File: src/rtl/gcgs_pkg.sv
// Shared constants, register codes and interface types of the cost grid spreader.
`default_nettype none
package gcgs_pkg;
    // fixed field and datapath widths
    localparam int LVL_W      = 20;
    localparam int T_W        = 24;
    localparam int RES_W      = 17;
    localparam int SIGMA_W    = 24;
    localparam int RES2_W     = 34;
    localparam int B_W        = 49;
    localparam int REM_W      = 54;
    localparam int LOG_W      = 21;
    localparam int COST_W     = 15;
    localparam int Q_W        = 21;
    localparam int G_W        = 33;
    localparam int CFG_IDX_W  = 3;
    localparam int CFG_DATA_W = 24;

    localparam logic [COST_W-1:0]  COST_OBSTACLE = 15'd25600;
    localparam logic [SIGMA_W-1:0] SIGMA_FLOOR   = 24'd655;
    localparam logic [15:0]        LN2_Q16       = 16'd45426;
    // ceil(2^17 / 3), exact division by three for values below 2^17
    localparam logic [16:0]        RECIP3        = 17'd43691;

    // opcodes
    localparam logic [1:0] OP_CLEAR  = 2'd0;
    localparam logic [1:0] OP_MARK   = 2'd1;
    localparam logic [1:0] OP_SPREAD = 2'd2;
    localparam logic [1:0] OP_READ   = 2'd3;

    // configuration register indexes
    localparam logic [CFG_IDX_W-1:0] CFG_SIGMA1 = 3'd0;
    localparam logic [CFG_IDX_W-1:0] CFG_SIGMA2 = 3'd1;
    localparam logic [CFG_IDX_W-1:0] CFG_SIGMA3 = 3'd2;
    localparam logic [CFG_IDX_W-1:0] CFG_BY_LOG = 3'd3;
    localparam logic [CFG_IDX_W-1:0] CFG_T      = 3'd4;
    localparam logic [CFG_IDX_W-1:0] CFG_RES    = 3'd5;

    typedef struct packed {
        logic [LVL_W-1:0] lvl_one;
        logic [LVL_W-1:0] lvl_two;
        logic [LVL_W-1:0] lvl_three;
        logic             by_log;
        logic [T_W-1:0]   t_param;
        logic [RES_W-1:0] res;
    } t_sigma_cfg;

    typedef struct packed {
        logic [RES2_W-1:0] res2;
        logic [B_W-1:0]    b;
    } t_coef;
endpackage
`default_nettype wire

File: src/rtl/gcgs_gauss.sv
// Per-cell cost: exponent by long division, Gaussian by repeated squaring.
`default_nettype none
module gcgs_gauss #(
    parameter int N_W = 11
) (
    input  logic                 i_clk,
    input  logic                 i_rst_n,
    input  logic                 i_start,
    input  logic [N_W-1:0]       i_n,
    input  logic [1:0]           i_score,
    input  gcgs_pkg::t_coef      i_coef,
    output logic                 o_done,
    output logic [14:0]          o_cost
);
    import gcgs_pkg::*;

    localparam int A_W = N_W + RES2_W;

    localparam logic [2:0] G_IDLE = 3'd0;
    localparam logic [2:0] G_MUL  = 3'd1;
    localparam logic [2:0] G_CHK  = 3'd2;
    localparam logic [2:0] G_DIV  = 3'd3;
    localparam logic [2:0] G_SQ   = 3'd4;
    localparam logic [2:0] G_P    = 3'd5;
    localparam logic [2:0] G_T    = 3'd6;
    localparam logic [2:0] G_DONE = 3'd7;

    logic [2:0]        r_state;
    logic [A_W-1:0]    r_a;
    logic [REM_W-1:0]  r_rem;
    logic [B_W+3:0]    r_div;
    logic [Q_W-1:0]    r_q;
    logic [4:0]        r_cnt;
    logic [31:0]       r_y;
    logic [G_W-1:0]    r_g;
    logic [50:0]       r_p;
    logic [14:0]       r_cost;

    logic [REM_W-1:0]  w_wrk;
    logic              w_bit;
    logic [Q_W-1:0]    w_q_nx;
    logic [63:0]       w_ysq;
    logic [16:0]       w_k;
    logic [32:0]       w_t3;
    logic [15:0]       w_c;

    // one quotient bit per cycle: 5 integer steps, then 16 fraction steps
    assign w_wrk  = (r_cnt >= 5'd5) ? {r_rem[REM_W-2:0], 1'b0} : r_rem;
    assign w_bit  = (w_wrk >= REM_W'(r_div));
    assign w_q_nx = {r_q[Q_W-2:0], w_bit};
    assign w_ysq  = 64'(r_y) * 64'(r_y);
    assign w_k    = 17'(i_score) * 17'd25600;
    assign w_t3   = 33'(r_p[48:32]) * 33'(RECIP3);
    assign w_c    = w_t3[32:17];

    always_ff @(posedge i_clk) begin
        if (!i_rst_n) begin
            r_state <= G_IDLE;
        end else begin
            case (r_state)
                G_IDLE: begin
                    if (i_start) begin
                        r_state <= G_MUL;
                    end
                end
                G_MUL: begin
                    r_a     <= A_W'(i_n) * A_W'(i_coef.res2);
                    r_state <= G_CHK;
                end
                // trivial exponents: zero distance, zero sigma, or 32 and above
                G_CHK: begin
                    if (r_a == '0) begin
                        r_g     <= {1'b1, 32'd0};
                        r_state <= G_P;
                    end else if (i_coef.b == '0 || REM_W'(r_a) >= {i_coef.b, 5'd0}) begin
                        r_g     <= '0;
                        r_state <= G_P;
                    end else begin
                        r_rem   <= REM_W'(r_a);
                        r_div   <= {i_coef.b, 4'd0};
                        r_q     <= '0;
                        r_cnt   <= '0;
                        r_state <= G_DIV;
                    end
                end
                G_DIV: begin
                    r_rem <= w_bit ? (w_wrk - REM_W'(r_div)) : w_wrk;
                    if (r_cnt < 5'd4) begin
                        r_div <= r_div >> 1;
                    end
                    r_q   <= w_q_nx;
                    r_cnt <= r_cnt + 5'd1;
                    if (r_cnt == 5'd20) begin
                        r_cnt <= '0;
                        if (w_q_nx == '0) begin
                            r_g     <= {1'b1, 32'd0};
                            r_state <= G_P;
                        end else begin
                            r_y     <= 32'(33'h1_0000_0000 - 33'(w_q_nx));
                            r_state <= G_SQ;
                        end
                    end
                end
                // (1 - q/2^32)^(2^16)
                G_SQ: begin
                    r_y   <= w_ysq[63:32];
                    r_cnt <= r_cnt + 5'd1;
                    if (r_cnt == 5'd15) begin
                        r_g     <= {1'b0, w_ysq[63:32]};
                        r_state <= G_P;
                    end
                end
                // g * score * 25600 with rounding half
                G_P: begin
                    r_p     <= 51'(r_g) * 51'(w_k) + 51'h1_8000_0000;
                    r_state <= G_T;
                end
                G_T: begin
                    r_cost  <= (w_c > 16'(COST_OBSTACLE)) ? COST_OBSTACLE : w_c[14:0];
                    r_state <= G_DONE;
                end
                G_DONE: begin
                    r_state <= G_IDLE;
                end
                default: r_state <= G_IDLE;
            endcase
        end
    end

    assign o_done = (r_state == G_DONE);
    assign o_cost = r_cost;
endmodule
`default_nettype wire

File: config.mk
export PLATFORM = sky130hd
export DESIGN_NAME = gcgs_gauss
export DESIGN_NICKNAME = d
export VERILOG_FILES = /design/src/rtl/gcgs_pkg.sv /design/src/rtl/gcgs_gauss.sv
export SDC_FILE = /design/constraint.sdc
export NUM_CORES = 2
export LEC_CHECK = 0
export CAP_MARGIN = 20
export CORE_UTILIZATION = 25
export CTS_BUF_LIST = sky130_fd_sc_hd__clkbuf_2 sky130_fd_sc_hd__clkbuf_4 sky130_fd_sc_hd__clkbuf_8
export DETAILED_ROUTE_END_ITERATION = 12
export DONT_BUFFER_PORTS = 1
export MAX_ROUTING_LAYER = met4
export PLACE_DENSITY = 0.39
export SLEW_MARGIN = 20
export SYNTH_ARGS = -nofsm -noshare
export SYNTH_HDL_FRONTEND = slang
export SYNTH_SLANG_ARGS = --single-unit
File: constraint.sdc
create_clock -name i_clk -period 13.8 [get_ports i_clk]
set_input_delay 2.76 -clock i_clk [delete_from_list [all_inputs] [get_ports i_clk]]
set_output_delay 2.76 -clock i_clk [all_outputs]
set_load 0.1 [all_outputs]
==> results.ini <==
[worst_setup_path]
path_depth=24
cp_slowest_stage_delay_ns=0.62
r2r-end=r_g[25]
cp_max_fo=27
cp_cell_sequence=buf_4, inv_1, nor2_1, fa_1, fa_1, fa_1, inv_1, fa_1, inv_1, fa_1, fa_1, fa_1, fa_1, ha_1, inv_1, nor2_1, nand3_1, or3_1, o221ai_1, o21ai_0, o21bai_1, a21oi_1, o2111ai_1, o21ai_0
critPathMostFrequentCell=fa_1
cp.required_ns=14.26
crit_start=r_y[24]
crit_type=reg -> reg
rrSetupSlack_ns=4.18
start_kind=flop
cpLargestDelayFamily=adder cells
worstPathArrival_ns=10.09
worst-path-buf-inv=5
slowest_stage=o221ai_1
end_kind=flop
rr_worst_depth=24
reg2reg_from=r_y[24]

[cells_and_area]
mostFrequentLayoutCell=inv_1
layout_common_cells=inv_1, fa_1, nand2_1
synthToLayoutAreaGrowth_pct=7.568
drive_above_1_share_pct=3.774
layout.nets=9002

[placed_design]
numPortBuffers=0
dp_hpwl_mm=162.2
place_congestion=0.8208

[routing]
drt_first_pass_iters=6
final_antenna_net_count=0
vias=46720
initialDrtViolationCount=2154
avgViaCountPerCell=4.443
remaining_drc_errors=0
wirelength_mm=202.8
routedWlPerCell_um=19.28

[clock_tree]
clkSinkCount=277
cts_setup_buffers=0
cts-resized-gates=0
clkTransAtPathRegs_ns=0.06
cts_tree=yes
clock_path_buffers=3
cts_buffers=59
cts_max_level=2
holdBufCountCts=0
clock-root-buffer=clkbuf_8
clk_latency_ns=0.78

[global_route]
grt_overflow=0
grt_pass1_wl_mm=316.9
antenna_found_initial=10
grt_usage_pct=15.61
grt_pass1_vias=52310
grt_max_degree=101

[timing]
relSlewSlack_pct=28.43
fin_skew_ns=0.09228
worst_pin_slew_ns=1.077
final-hold-violation-count=0
slew_violations=0
rsz0062_at_grt=false
period_share_pct=69.73
fmax_mhz=103.9
finalSetupViolations=0
setup_tns_ns=0
period_minus_slack_ns=9.622

[hold_path]
hold_path.class=reg -> reg
min-delay-start=r_div[24]
min_to=r_div[23]
hold_depth=2

[floorplanning]
rows=189
io_pins=115
start_util_pct=25.22
core_area_sq_um=265800
die_w_um=519.8
die_area_sq_um=270200
die_y_um=519.8

[yosys]
synth_area_sq_um=67020
syn_nets=9164
ys_ff_latch=277
yosys_most_used_dff=edfxtp_1
async_reset_ff_share_pct=0
yosys.cell_types.count=79
seq_area_frac_synth_pct=12.37
avgSynthCellArea_sq_um=9.458
yosys_warnings=0
syn-instance-count=7086
synth_edf_count=274

[run_status]
status=complete, no violations

[flow_run]
maxCapViolCount=0

## worst reg2reg max path, stage by stage (launching register included)
cell and delay (ns):
edfxtp_1 0.33, buf_4 0.47, inv_1 0.50, nor2_1 0.54
fa_1 0.55, fa_1 0.51, fa_1 0.51, inv_1 0.05
fa_1 0.47, inv_1 0.06, fa_1 0.48, fa_1 0.53
fa_1 0.45, fa_1 0.52, ha_1 0.46, inv_1 0.07
nor2_1 0.15, nand3_1 0.19, or3_1 0.41, o221ai_1 0.62
o21ai_0 0.47, o21bai_1 0.44, a21oi_1 0.19, o2111ai_1 0.24
o21ai_0 0.15
## per-layer routing
layer | part of all wire (%) | up-vias | global-route usage (%)
met5 | 0 | - | -
li1 | - | 21880 | -
met3 | 3.4 | 138 | 1.543
met1 | 46 | 24060 | 20.09
met4 | 1.3 | 0 | 2.219
met2 | 50 | 650 | 26.94
## registers in the layout, indices dropped and copies added, names as in the netlist
signal	flops
r_div	53
r_a	45
r_g	33
r_q	20
r_cnt	5
r_state	3
r_rem	54
r_p	17
o_cost	15
r_y	32
## per-stage QoR
step / util, % / hold slack (ns) / instance area (sq um) / cells / worst slack, ns
global route: 27.12 / 0.5967 / 72080 / 10510 / 3.801
detailed placement: 26.66 / 0.5396 / 70870 / 10400 / 4.064
finish: 27.12 / 0.5494 / 72090 / 10520 / 4.178
CTS: 27.11 / 0.5547 / 72060 / 10500 / 4.042
floorplan: - / 0.5128 / 67020 / 7086 / 2.715
global placement: 26.66 / 0.5352 / 70870 / 10400 / 4.104
## Yosys cell counts (all sizes together), types with 6 or more instances
library cell,count,share of area (%)
a211o,6,0.078
a211oi,19,0.21
a21boi,11,0.12
a21o,167,1.9
a21oi,220,1.6
a221oi,9,0.13
a31o,14,0.18
a31oi,29,0.27
a41oi,9,0.12
and2,460,4.3
and3,35,0.33
and4,11,0.14
clkbuf,274,1.5
edfxtp,274,12
fa,1287,38
ha,692,13
inv,1552,8.7
mux2,61,1.0
mux2i,44,0.66
nand2,779,4.4
nand2b,59,0.55
nand3,52,0.39
nand4,57,0.53
nor2,194,1.1
nor2b,38,0.35
nor3,41,0.31
nor3b,10,0.11
nor4,33,0.31
o211ai,14,0.16
o21a,18,0.20
o21ai,217,1.6
o21bai,35,0.39
o221ai,7,0.091
o31a,7,0.091
o31ai,10,0.11
or2,16,0.15
or3,16,0.15
or4,7,0.084
xnor2,139,1.8
xor2,90,1.2
## cell families after synthesis
| logic type | after synthesis | share of synthesized area (%) |
|---|---|---|
| AND/OR/NAND/NOR | 1818 | 13.29 |
| multiplexers | 105 | 1.682 |
| AO/OA/AOI/OAI | 846 | 8.035 |
| buffers and inverters | 1832 | 10.27 |
| XOR/XNOR | 229 | 2.993 |
| adder cells (fa/ha/maj) | 1979 | 51.36 |
| flip-flops | 277 | 12.37 |
## area by class of cell
cell class              instances  area, sq um
diodes                         14        35.03
clock buffers                  76        939.7
clock inverters                30        245.2
fillers                     28650       193700
inverters                    1553         5829
multi-input cells            4977        51920
flip-flops and latches        277         8288
well taps                    3533         4420
repair buffers                 56        420.4
## worst max path at each step
stage	endpoint	slack, ns
after floorplan	r_g[0]	2.71
after global placement	r_y[25]	4.10
after detailed placement	r_g[25]	4.06
after CTS	r_g[25]	4.04
after global routing	r_g[25]	3.80
final	r_g[25]	4.18
Power is left out: the tool's default activity adds up to more than one toggle a clock period on the data nets, which glitch-free logic cannot reach.
